## src/design/ltgq_pkg.sv

```systemverilog
`timescale 1ns / 1ps
// ----------------------------------------------------------------------------
// ltgq_pkg
// Shared types and codes for the lock table with grant queue and revoke scan.
// ----------------------------------------------------------------------------
package ltgq_pkg;

    typedef enum logic [1:0] {
        KIND_ACQUIRE = 2'd0,
        KIND_RELEASE = 2'd1,
        KIND_TICK    = 2'd2,
        KIND_NONE    = 2'd3
    } kind_t;

    localparam logic [2:0] ST_OK         = 3'd0;
    localparam logic [2:0] ST_RETRY      = 3'd1;
    localparam logic [2:0] ST_TABLE_FULL = 3'd2;
    localparam logic [2:0] ST_QUEUE_FULL = 3'd3;
    localparam logic [2:0] ST_UNKNOWN    = 3'd4;

    localparam logic [1:0] MSG_NONE   = 2'd0;
    localparam logic [1:0] MSG_GRANT  = 2'd1;
    localparam logic [1:0] MSG_REVOKE = 2'd2;

    // Revokes sent by one tick at most
    localparam int MAX_RESULTS = 16;
    localparam int SENT_W      = 5;

    typedef enum logic [2:0] {
        S_IDLE,
        S_LOOKUP,
        S_EXEC,
        S_READ,
        S_SCAN
    } state_t;

    typedef enum logic [2:0] {
        UPD_NONE,
        UPD_ALLOC,
        UPD_TAKE,
        UPD_ENQ,
        UPD_FREE,
        UPD_HANDOFF,
        UPD_REVOKE
    } upd_op_t;

    typedef struct packed {
        logic hit;
        logic found;
    } lookup_t;

endpackage

```

## src/design/lock_table_grant_queue_revoke.sv

```systemverilog
`timescale 1ns / 1ps
// ----------------------------------------------------------------------------
// lock_table_grant_queue_revoke
// Lock manager: entry table with per-lock waiter FIFOs held in a RAM,
// grant on release and revoke scan on tick.
// ----------------------------------------------------------------------------
// An acquire and most releases go through the lookup and execute states; a release
// that hands the lock on also reads the waiter RAM in the read state before its result.
// A tick walks the table one entry a cycle, but holds at an entry to revoke while
// the output register cannot take the revoke. One item at a time; the next is
// taken once its results are in the output register.
// Reset empties the table at once; the waiter RAM needs no clearing.
module lock_table_grant_queue_revoke #(
    parameter int LOCK_ENTRIES = 16,
    parameter int WAIT_DEPTH   = 8,
    parameter int CLIENT_BITS  = 8
) (
    input  logic        aclk,
    input  logic        aresetn,
    input  logic        s_tvalid,
    output logic        s_tready,
    input  logic [71:0] s_tdata,   // lock_id[63:0], client_id[71:64]
    input  logic [1:0]  s_tuser,   // kind[1:0]
    output logic        m_tvalid,
    input  logic        m_tready,
    output logic [79:0] m_tdata,   // status[2:0], target_client[10:3],
                                   // message_lock[74:11], zero pad[79:75]
    output logic [1:0]  m_tuser,   // message[1:0]
    output logic        m_tlast
);
    import ltgq_pkg::*;

    localparam int IDX_W  = (LOCK_ENTRIES > 1) ? $clog2(LOCK_ENTRIES) : 1;
    localparam int HEAD_W = (WAIT_DEPTH > 1) ? $clog2(WAIT_DEPTH) : 1;
    localparam int CNT_W  = $clog2(WAIT_DEPTH + 1);
    localparam int DEPTH  = LOCK_ENTRIES * WAIT_DEPTH;
    localparam int ADDR_W = (DEPTH > 1) ? $clog2(DEPTH) : 1;
    localparam int SLOT_W = CNT_W + 1;

    state_t state_reg, state_next;
    kind_t  kind_reg;
    logic [63:0]            key_reg;
    logic [CLIENT_BITS-1:0] client_reg;
    logic [IDX_W-1:0]       scan_reg, scan_next;
    logic [SENT_W-1:0]      sent_reg, sent_next;

    logic        out_valid_reg;
    logic [2:0]  status_reg;
    logic [1:0]  msg_reg;
    logic [7:0]  target_reg;
    logic [63:0] mlock_reg;
    logic        last_reg;

    logic        emit;
    logic [2:0]  emit_status;
    logic [1:0]  emit_msg;
    logic [7:0]  emit_target;
    logic [63:0] emit_lock;
    logic        emit_last;
    logic        out_free;

    lookup_t                lookup;
    logic [IDX_W-1:0]       idx;
    logic [IDX_W-1:0]       rd_idx;
    logic [CLIENT_BITS-1:0] rd_holder;
    logic [63:0]            rd_lock;
    logic                   rd_free;
    logic [HEAD_W-1:0]      rd_head;
    logic [CNT_W-1:0]       rd_count;
    logic [LOCK_ENTRIES-1:0] qual;
    logic [LOCK_ENTRIES-1:0] above;
    upd_op_t                upd_op;
    logic [CLIENT_BITS-1:0] upd_holder;

    logic                   ram_we, ram_re;
    logic [ADDR_W-1:0]      ram_waddr, ram_raddr, base_addr;
    logic [CLIENT_BITS-1:0] ram_rdata;
    logic [CLIENT_BITS-1:0] ram_wdata_c;
    logic [SLOT_W-1:0]      slot_sum;
    logic [HEAD_W-1:0]      slot;

    logic [CLIENT_BITS+7:0] client_ext;
    logic [CLIENT_BITS+7:0] holder_ext;
    logic [CLIENT_BITS+7:0] waiter_ext;

    assign client_ext = {{CLIENT_BITS{1'b0}}, s_tdata[71:64]};
    assign holder_ext = {8'd0, rd_holder};
    assign waiter_ext = {8'd0, ram_rdata};

    assign s_tready = (state_reg == S_IDLE);
    assign out_free = !out_valid_reg || m_tready;

    assign rd_idx = (state_reg == S_SCAN) ? scan_reg : idx;

    // Queue slot after the last waiter, wrapped at the depth
    assign slot_sum  = SLOT_W'(rd_head) + SLOT_W'(rd_count);
    assign slot      = (slot_sum >= SLOT_W'(WAIT_DEPTH))
                     ? HEAD_W'(slot_sum - SLOT_W'(WAIT_DEPTH)) : HEAD_W'(slot_sum);
    assign base_addr = ADDR_W'(idx) * ADDR_W'(WAIT_DEPTH);
    assign ram_waddr = base_addr + ADDR_W'(slot);
    assign ram_raddr = base_addr + ADDR_W'(rd_head);
    assign ram_wdata_c = client_reg;

    always_comb begin
        for (int i = 0; i < LOCK_ENTRIES; i++) begin
            above[i] = (i > int'(scan_reg));
        end
    end

    ltgq_table #(
        .LOCK_ENTRIES (LOCK_ENTRIES),
        .WAIT_DEPTH   (WAIT_DEPTH),
        .CLIENT_BITS  (CLIENT_BITS)
    ) u_table (
        .aclk       (aclk),
        .aresetn    (aresetn),
        .lookup_en  (state_reg == S_LOOKUP),
        .key        (key_reg),
        .lookup     (lookup),
        .idx        (idx),
        .rd_idx     (rd_idx),
        .rd_holder  (rd_holder),
        .rd_lock    (rd_lock),
        .rd_free    (rd_free),
        .rd_head    (rd_head),
        .rd_count   (rd_count),
        .qual       (qual),
        .upd_op     (upd_op),
        .upd_idx    (rd_idx),
        .upd_holder (upd_holder)
    );

    ltgq_ram #(
        .WIDTH (CLIENT_BITS),
        .DEPTH (DEPTH)
    ) u_waiters (
        .aclk  (aclk),
        .we    (ram_we),
        .waddr (ram_waddr),
        .wdata (ram_wdata_c),
        .re    (ram_re),
        .raddr (ram_raddr),
        .rdata (ram_rdata)
    );

    // Next state
    always_comb begin
        state_next = state_reg;
        case (state_reg)
            S_IDLE: begin
                if (s_tvalid) begin
                    state_next = S_LOOKUP;
                end
            end
            S_LOOKUP: state_next = S_EXEC;
            S_EXEC: begin
                if (kind_reg == KIND_RELEASE && lookup.hit && rd_count != '0) begin
                    state_next = S_READ;
                end else if (kind_reg == KIND_TICK && qual != '0) begin
                    state_next = S_SCAN;
                end else if (out_free) begin
                    state_next = S_IDLE;
                end
            end
            S_READ: begin
                if (out_free) begin
                    state_next = S_IDLE;
                end
            end
            S_SCAN: begin
                if (qual[scan_reg] && out_free && emit_last) begin
                    state_next = S_IDLE;
                end
            end
            default: state_next = S_IDLE;
        endcase
    end

    // Outputs of each state: result, table update, RAM access
    always_comb begin
        emit        = 1'b0;
        emit_status = ST_OK;
        emit_msg    = MSG_NONE;
        emit_target = '0;
        emit_lock   = key_reg;
        emit_last   = 1'b1;
        upd_op      = UPD_NONE;
        upd_holder  = client_reg;
        ram_we      = 1'b0;
        ram_re      = 1'b0;
        scan_next   = scan_reg;
        sent_next   = sent_reg;
        case (state_reg)
            S_EXEC: begin
                scan_next = '0;
                sent_next = '0;
                case (kind_reg)
                    KIND_ACQUIRE: begin
                        emit = out_free;
                        if (!lookup.found) begin
                            emit_status = ST_TABLE_FULL;
                        end else if (!lookup.hit) begin
                            upd_op = emit ? UPD_ALLOC : UPD_NONE;
                        end else if (rd_free) begin
                            upd_op = emit ? UPD_TAKE : UPD_NONE;
                        end else if (rd_count >= CNT_W'(WAIT_DEPTH)) begin
                            emit_status = ST_QUEUE_FULL;
                        end else begin
                            emit_status = ST_RETRY;
                            upd_op      = emit ? UPD_ENQ : UPD_NONE;
                            ram_we      = emit;
                        end
                    end
                    KIND_RELEASE: begin
                        if (!lookup.hit) begin
                            emit        = out_free;
                            emit_status = ST_UNKNOWN;
                        end else if (rd_count == '0) begin
                            emit   = out_free;
                            upd_op = emit ? UPD_FREE : UPD_NONE;
                        end else begin
                            ram_re = 1'b1;
                        end
                    end
                    KIND_TICK: begin
                        if (qual == '0) begin
                            emit      = out_free;
                            emit_lock = '0;
                        end
                    end
                    default: begin
                        emit      = out_free;
                        emit_lock = '0;
                    end
                endcase
            end
            S_READ: begin
                emit        = out_free;
                emit_msg    = MSG_GRANT;
                emit_target = waiter_ext[7:0];
                upd_holder  = ram_rdata;
                upd_op      = emit ? UPD_HANDOFF : UPD_NONE;
            end
            S_SCAN: begin
                emit_msg    = MSG_REVOKE;
                emit_target = holder_ext[7:0];
                emit_lock   = rd_lock;
                emit_last   = (sent_reg == SENT_W'(MAX_RESULTS - 1))
                            || ((qual & above) == '0);
                if (qual[scan_reg]) begin
                    emit   = out_free;
                    upd_op = emit ? UPD_REVOKE : UPD_NONE;
                    if (emit) begin
                        scan_next = scan_reg + IDX_W'(1);
                        sent_next = sent_reg + SENT_W'(1);
                    end
                end else begin
                    scan_next = scan_reg + IDX_W'(1);
                end
            end
            default: begin
            end
        endcase
    end

    always_ff @(posedge aclk) begin
        if (!aresetn) begin
            state_reg     <= S_IDLE;
            out_valid_reg <= 1'b0;
            scan_reg      <= '0;
            sent_reg      <= '0;
        end else begin
            state_reg <= state_next;
            scan_reg  <= scan_next;
            sent_reg  <= sent_next;
            if (emit) begin
                out_valid_reg <= 1'b1;
            end else if (m_tready) begin
                out_valid_reg <= 1'b0;
            end
        end
    end

    always_ff @(posedge aclk) begin
        if (s_tvalid && s_tready) begin
            kind_reg   <= kind_t'(s_tuser);
            key_reg    <= s_tdata[63:0];
            client_reg <= client_ext[CLIENT_BITS-1:0];
        end
        if (emit) begin
            status_reg <= emit_status;
            msg_reg    <= emit_msg;
            target_reg <= emit_target;
            mlock_reg  <= emit_lock;
            last_reg   <= emit_last;
        end
    end

    assign m_tvalid = out_valid_reg;
    assign m_tdata  = {5'd0, mlock_reg, target_reg, status_reg};
    assign m_tuser  = msg_reg;
    assign m_tlast  = last_reg;

endmodule

```

## src/design/ltgq_ram.sv

```systemverilog
`timescale 1ns / 1ps
// ----------------------------------------------------------------------------
// ltgq_ram
// Generic single-write, single-read RAM with registered read data.
// ----------------------------------------------------------------------------
module ltgq_ram #(
    parameter int WIDTH = 8,
    parameter int DEPTH = 128,
    localparam int AW = (DEPTH > 1) ? $clog2(DEPTH) : 1
) (
    input  logic             aclk,
    input  logic             we,
    input  logic [AW-1:0]    waddr,
    input  logic [WIDTH-1:0] wdata,
    input  logic             re,
    input  logic [AW-1:0]    raddr,
    output logic [WIDTH-1:0] rdata
);

    logic [WIDTH-1:0] mem [DEPTH];
    logic [WIDTH-1:0] rdata_reg;

    always_ff @(posedge aclk) begin
        if (we) begin
            mem[waddr] <= wdata;
        end
        if (re) begin
            rdata_reg <= mem[raddr];
        end
    end

    assign rdata = rdata_reg;

endmodule

```

## src/design/ltgq_table.sv

```systemverilog
`timescale 1ns / 1ps
// ----------------------------------------------------------------------------
// ltgq_table
// Lock entry table: id match, first free slot, per-entry holder and queue
// pointers, revoke candidates.
// ----------------------------------------------------------------------------
module ltgq_table #(
    parameter int LOCK_ENTRIES = 16,
    parameter int WAIT_DEPTH   = 8,
    parameter int CLIENT_BITS  = 8,
    localparam int IDX_W  = (LOCK_ENTRIES > 1) ? $clog2(LOCK_ENTRIES) : 1,
    localparam int HEAD_W = (WAIT_DEPTH > 1) ? $clog2(WAIT_DEPTH) : 1,
    localparam int CNT_W  = $clog2(WAIT_DEPTH + 1)
) (
    input  logic                          aclk,
    input  logic                          aresetn,
    input  logic                          lookup_en,
    input  logic [63:0]                   key,
    output ltgq_pkg::lookup_t             lookup,
    output logic [IDX_W-1:0]              idx,
    input  logic [IDX_W-1:0]              rd_idx,
    output logic [CLIENT_BITS-1:0]        rd_holder,
    output logic [63:0]                   rd_lock,
    output logic                          rd_free,
    output logic [HEAD_W-1:0]             rd_head,
    output logic [CNT_W-1:0]              rd_count,
    output logic [LOCK_ENTRIES-1:0]       qual,
    input  ltgq_pkg::upd_op_t             upd_op,
    input  logic [IDX_W-1:0]              upd_idx,
    input  logic [CLIENT_BITS-1:0]        upd_holder
);
    import ltgq_pkg::*;

    logic                   valid_reg   [LOCK_ENTRIES];
    logic [63:0]            lock_reg    [LOCK_ENTRIES];
    logic [CLIENT_BITS-1:0] holder_reg  [LOCK_ENTRIES];
    logic                   free_reg    [LOCK_ENTRIES];
    logic                   revoked_reg [LOCK_ENTRIES];
    logic [HEAD_W-1:0]      head_reg    [LOCK_ENTRIES];
    logic [CNT_W-1:0]       count_reg   [LOCK_ENTRIES];

    lookup_t          lookup_reg, lookup_next;
    logic [IDX_W-1:0] idx_reg, idx_next;
    logic             hit_c, free_c;
    logic [IDX_W-1:0] hit_idx_c, free_idx_c;
    logic [HEAD_W-1:0] head_inc;

    always_comb begin
        hit_c      = 1'b0;
        free_c     = 1'b0;
        hit_idx_c  = '0;
        free_idx_c = '0;
        for (int i = LOCK_ENTRIES - 1; i >= 0; i--) begin
            if (valid_reg[i] && (lock_reg[i] == key)) begin
                hit_c     = 1'b1;
                hit_idx_c = IDX_W'(i);
            end
            if (!valid_reg[i]) begin
                free_c     = 1'b1;
                free_idx_c = IDX_W'(i);
            end
        end
        lookup_next.hit   = hit_c;
        lookup_next.found = hit_c | free_c;
        idx_next          = hit_c ? hit_idx_c : free_idx_c;
    end

    always_ff @(posedge aclk) begin
        if (lookup_en) begin
            lookup_reg <= lookup_next;
            idx_reg    <= idx_next;
        end
    end

    assign lookup = lookup_reg;
    assign idx    = idx_reg;

    always_comb begin
        for (int i = 0; i < LOCK_ENTRIES; i++) begin
            qual[i] = valid_reg[i] && (count_reg[i] != '0) && !revoked_reg[i];
        end
    end

    assign rd_holder = holder_reg[rd_idx];
    assign rd_lock   = lock_reg[rd_idx];
    assign rd_free   = free_reg[rd_idx];
    assign rd_head   = head_reg[rd_idx];
    assign rd_count  = count_reg[rd_idx];

    // Wrap the read slot at the queue depth
    assign head_inc = (head_reg[upd_idx] == HEAD_W'(WAIT_DEPTH - 1)) ? '0
                    : head_reg[upd_idx] + HEAD_W'(1);

    always_ff @(posedge aclk) begin
        if (!aresetn) begin
            for (int i = 0; i < LOCK_ENTRIES; i++) begin
                valid_reg[i]   <= 1'b0;
                free_reg[i]    <= 1'b0;
                revoked_reg[i] <= 1'b0;
                head_reg[i]    <= '0;
                count_reg[i]   <= '0;
            end
        end else begin
            case (upd_op)
                UPD_ALLOC: begin
                    valid_reg[upd_idx]   <= 1'b1;
                    lock_reg[upd_idx]    <= key;
                    holder_reg[upd_idx]  <= upd_holder;
                    free_reg[upd_idx]    <= 1'b0;
                    revoked_reg[upd_idx] <= 1'b0;
                    head_reg[upd_idx]    <= '0;
                    count_reg[upd_idx]   <= '0;
                end
                UPD_TAKE: begin
                    holder_reg[upd_idx] <= upd_holder;
                    free_reg[upd_idx]   <= 1'b0;
                end
                UPD_ENQ: begin
                    count_reg[upd_idx] <= count_reg[upd_idx] + CNT_W'(1);
                end
                UPD_FREE: begin
                    free_reg[upd_idx]    <= 1'b1;
                    revoked_reg[upd_idx] <= 1'b0;
                end
                UPD_HANDOFF: begin
                    holder_reg[upd_idx]  <= upd_holder;
                    free_reg[upd_idx]    <= 1'b0;
                    revoked_reg[upd_idx] <= 1'b0;
                    head_reg[upd_idx]    <= head_inc;
                    count_reg[upd_idx]   <= count_reg[upd_idx] - CNT_W'(1);
                end
                UPD_REVOKE: begin
                    revoked_reg[upd_idx] <= 1'b1;
                end
                default: begin
                end
            endcase
        end
    end

endmodule

```

## config.mk

```make
export PLATFORM = sky130hd
export DESIGN_NAME = lock_table_grant_queue_revoke
export DESIGN_NICKNAME = d
export VERILOG_FILES = /design/src/design/ltgq_pkg.sv /design/src/design/lock_table_grant_queue_revoke.sv /design/src/design/ltgq_ram.sv /design/src/design/ltgq_table.sv
export SDC_FILE = /design/constraint.sdc
export NUM_CORES = 2
export LEC_CHECK = 0
export ABC_AREA = 1
export BUFFER_PORTS_ARGS = -buffer_cell sky130_fd_sc_hd__buf_2
export CORE_UTILIZATION = 45
export CTS_CLUSTER_DIAMETER = 50
export DETAILED_ROUTE_END_ITERATION = 7
export PLACE_DENSITY = 0.6
export SETUP_SLACK_MARGIN = 0.1
export SLEW_MARGIN = 0
export SYNTH_ARGS = -nofsm -noshare
export SYNTH_HDL_FRONTEND = slang
export SYNTH_HIERARCHICAL = 1
export SYNTH_SLANG_ARGS = --single-unit
```

## constraint.sdc

```tcl
create_clock -name aclk -period 14.7 [get_ports aclk]
set_clock_uncertainty 0.05 [all_clocks]
set_input_delay 0.735 -clock aclk [delete_from_list [all_inputs] [get_ports aclk]]
set_output_delay 0.735 -clock aclk [all_outputs]
set_load 0.01 [all_outputs]
```

==> results.py <==
metrics = {
    "outcome": {
        "status": "complete, but fails checks",
        "violations": "design-rule violations, max-capacitance violations, max-slew violations",
    },
    "place": {
        "port_buffers": 157,
        "dp_hpwl_um": 368000,
        "gp_routability_congestion": 1.082,
        "dp.cells": 14100,
    },
    "layout": {
        "seqCellArea_um2": 74910,
        "fin_cells": 14790,
        "final_cell_mix": "2454 x edfxtp_1, 2283 x nand2_1, 1293 x nand3_1",
        "nets": 11230,
        "fillers": 22760,
        "multiInputGateArea_um2": 35010,
        "area_delta_synth_final_pct": 13.25,
        "drive_above_1_share_pct": 9.147,
        "layout.cells.most_common": "edfxtp_1",
    },
    "yosys": {
        "synth_xor_area_share_pct": 1.962,
        "yosysTopAreaCell": "edfxtp_1",
        "ys_top_cells_by_area": "edfxtp_1 64%, nand2_1 7.4%, nand3_1 5.6%",
        "synthSimpleGateAreaFrac_pct": 17.36,
        "synth_top_family_by_area": "simple AND/OR/NAND/NOR gates",
        "synthFlopType": "edfxtp_1",
        "ys_async_sr_fraction_pct": 0,
        "syn_area_per_cell_um2": 10.50,
        "synth_cell_types": 57,
        "synth-seq-area-share_pct": 64.78,
        "synthCells": 11020,
        "synth_edf_count": 2454,
        "synth-seq-cells": 2515,
        "synth_top_area_share_pct": 63.72,
        "synth_compound_gate_area_share_pct": 10.51,
        "muxShareOfSynthArea_pct": 0,
        "synth_warnings": 6,
        "netlist_area_um2": 115600,
        "synth-adder-area-share_pct": 0.1796,
    },
    "cts": {
        "clk_latency_ns": 0.93,
        "cts-root-buf": "clkbuf_16",
        "numCtsBuffers": 326,
        "clk_path_buf_depth": 4,
        "cts_resized": 0,
        "htree_num_levels": 5,
        "clkTransAtPathRegs_ns": 0.06,
        "cts_sinks": 2515,
        "post_cts_buffers": 0,
        "cts_tree": "done",
    },
    "die": {
        "core-area_um2": 254900,
        "die_h_um": 508.9,
        "rows": 185,
        "dieArea_um2": 259000,
        "pin_count": 163,
        "initial_core_util_pct": 45.38,
        "die_w_um": 508.9,
    },
    "power": {
        "powerDensity_nw_per_um2": 193.5,
        "internal_power_w": 0.01492,
        "sw_frac_of_total_pct": 41.11,
        "pwr-share-clk_pct": 31.1,
        "power_switching_w": 0.01042,
        "pwr-share-comb_pct": 35.6,
        "vdd.ir_drop.worst_uv": 199.7,
        "p_seq_share_pct": 33.3,
        "leakage_nw": 46.41,
    },
    "global_routing": {
        "grt_use_total_pct": 41.63,
        "overflow": 0,
        "grt_pass1_vias": 89600,
        "grt_max_degree": 282,
        "grt_first_pass_wirelength_um": 738600,
        "antenna_found_initial": 56,
    },
    "sta": {
        "hold_viol_final": 0,
        "tightestPinTransition_ns": 1.557,
        "post-route-min-period_ns": 8.129,
        "setup_viol": 0,
        "final_max_slew_viol_count": 3,
        "max_freq_mhz": 123.0,
        "finalCritPeriodShare_pct": 55.30,
        "timing.setup.tns_ns": 0,
        "relSlewSlack_pct": -3.771,
        "rsz0062_at_grt": "false",
    },
    "detailed_routing": {
        "post_drt_wl_per_cell_um": 36.97,
        "avgViaCountPerCell": 6.484,
        "vias": 95900,
        "dr.pass1.iters": 8,
        "drc_errors": 23,
        "ant_nets": 0,
        "drt_iter0_drc": 16010,
        "drt-total-wl_um": 546800,
    },
    "min_path": {
        "hold_end": "kind_reg[0]",
        "worstHoldStart": "s_tuser[0]",
        "whs_path_depth": 1,
        "hold_class": "in -> reg",
    },
    "setup_path": {
        "crit_start": "u_table/idx[0]",
        "worstPathMaxFanout": 193,
        "r2r-end": "u_waiters/rdata[6]",
        "worst_setup_path_start_kind": "flip-flop",
        "crit_type": "reg -> reg",
        "rrSetupSlack_ns": 6.57,
        "r2r_cells": 21,
        "required_ns": 15.33,
        "worst_setup_path_end_kind": "flip-flop",
        "arrival_ns": 8.76,
        "r2r_start": "u_table/idx[0]",
    },
    "job": {
        "drv_cap": 2,
    },
}
[final cells by class]
| type | instances | area share, % |
|---|---|---|
| diodes | 33 | 0.06305 |
| clock inverters | 212 | 1.599 |
| inverters | 680 | 1.985 |
| flip-flops and latches | 2515 | 57.20 |
| multi-input cells | 7116 | 26.73 |
| well taps | 3366 | 3.216 |
| repair buffers | 496 | 2.780 |
| clock buffers | 373 | 6.428 |
[power groups by stage]
stage | registers [W] | logic [W] | clock network [W]
global placement | 0.00859 | 0.00864 | 0
CTS | 0.00844 | 0.00868 | 0.00790
detailed placement | 0.00859 | 0.00863 | 0
global route | 0.00845 | 0.00936 | 0.00817
floorplan | 0.00877 | 0.00495 | 0
finish | 0.00844 | 0.00903 | 0.00787
[worst max-delay path, cell delays in order (launching register included)]
cell      delay [ns]
edfxtp_1        0.33
buf_4           0.71
nand2_1         0.22
o21ai_4         0.12
buf_12          0.53
inv_8           0.41
o21ai_0         0.31
o22ai_1         0.11
o211ai_1        0.28
nand2_4         0.48
buf_12          0.43
inv_8           1.07
buf_4           0.79
nand3_1         0.19
nand3_1         0.13
nand3_1         0.11
nand2_1         0.13
nand2_1         0.09
nand3_1         0.15
nand2_1         0.08
nand2_1         0.22
nand2_1         0.07
[worst max path at each step]
stage,cells after the start,to
2_1_floorplan,21,u_table/lock_reg[4][0]
3_3_place_gp,21,u_waiters/rdata[7]
3_5_place_dp,21,u_waiters/rdata[6]
4_1_cts,21,u_waiters/rdata[6]
5_1_grt,21,u_waiters/rdata[6]
6_report,21,u_waiters/rdata[6]
[metrics by stage]
step	utilization (%)	instance area (um^2)	power, W	setup WS [ns]	hold slack (ns)
finish	51.39	131000	0.02534	6.571	0.06176
floorplan	-	115700	0.01372	5.880	0.3894
global placement	46.92	119600	0.01723	7.150	0.4017
detailed placement	46.92	119600	0.01722	7.174	0.4122
global route	51.36	130900	0.02598	6.333	0.03293
CTS	51.32	130800	0.02502	7.168	0.03211
[cells by family (layout without fill, tap and decap cells)]
logic type	Yosys count	after routing
AOI/OAI and AO/OA	2097	2097
adders and majority gates	16	16
other	1	38
xor gates and xnor gates	259	259
buffers and inverters	1392	1761
DFF	2515	2515
and+or+nand+nor	4739	4739
[layer usage]
metal,vias to the layer above,track usage (%),share of wire [%]
met5,-,0,0.043
met4,30,37.47,11
met3,2062,10.01,10
met2,7237,63.61,44
met1,46910,48.85,34
li1,39670,-,-
[cell usage after synthesis, drive strengths merged, types with 25 or more instances]
master and n:
inv 655, nand3 1293, o22ai 426, nor4 107, clkbuf 315, a22o 31
edfxtp 2454, nor3 45, o21ai 889, o221ai 78, clkinv 25, xnor2 171
a221oi 52, nand4 71, buf 397, xor2 88, a21oi 429, a22oi 48
o211ai 98, dfxtp 61, nand2 2310, nor2 885
[repair_timing]
action | in CTS | in global routing
hold endpoints to repair | 72 | 0
endpoints found under the setup margin | 0 | 0
hold buffers | 72 | 0
Note: power is estimated with default switching activity, not from simulation.
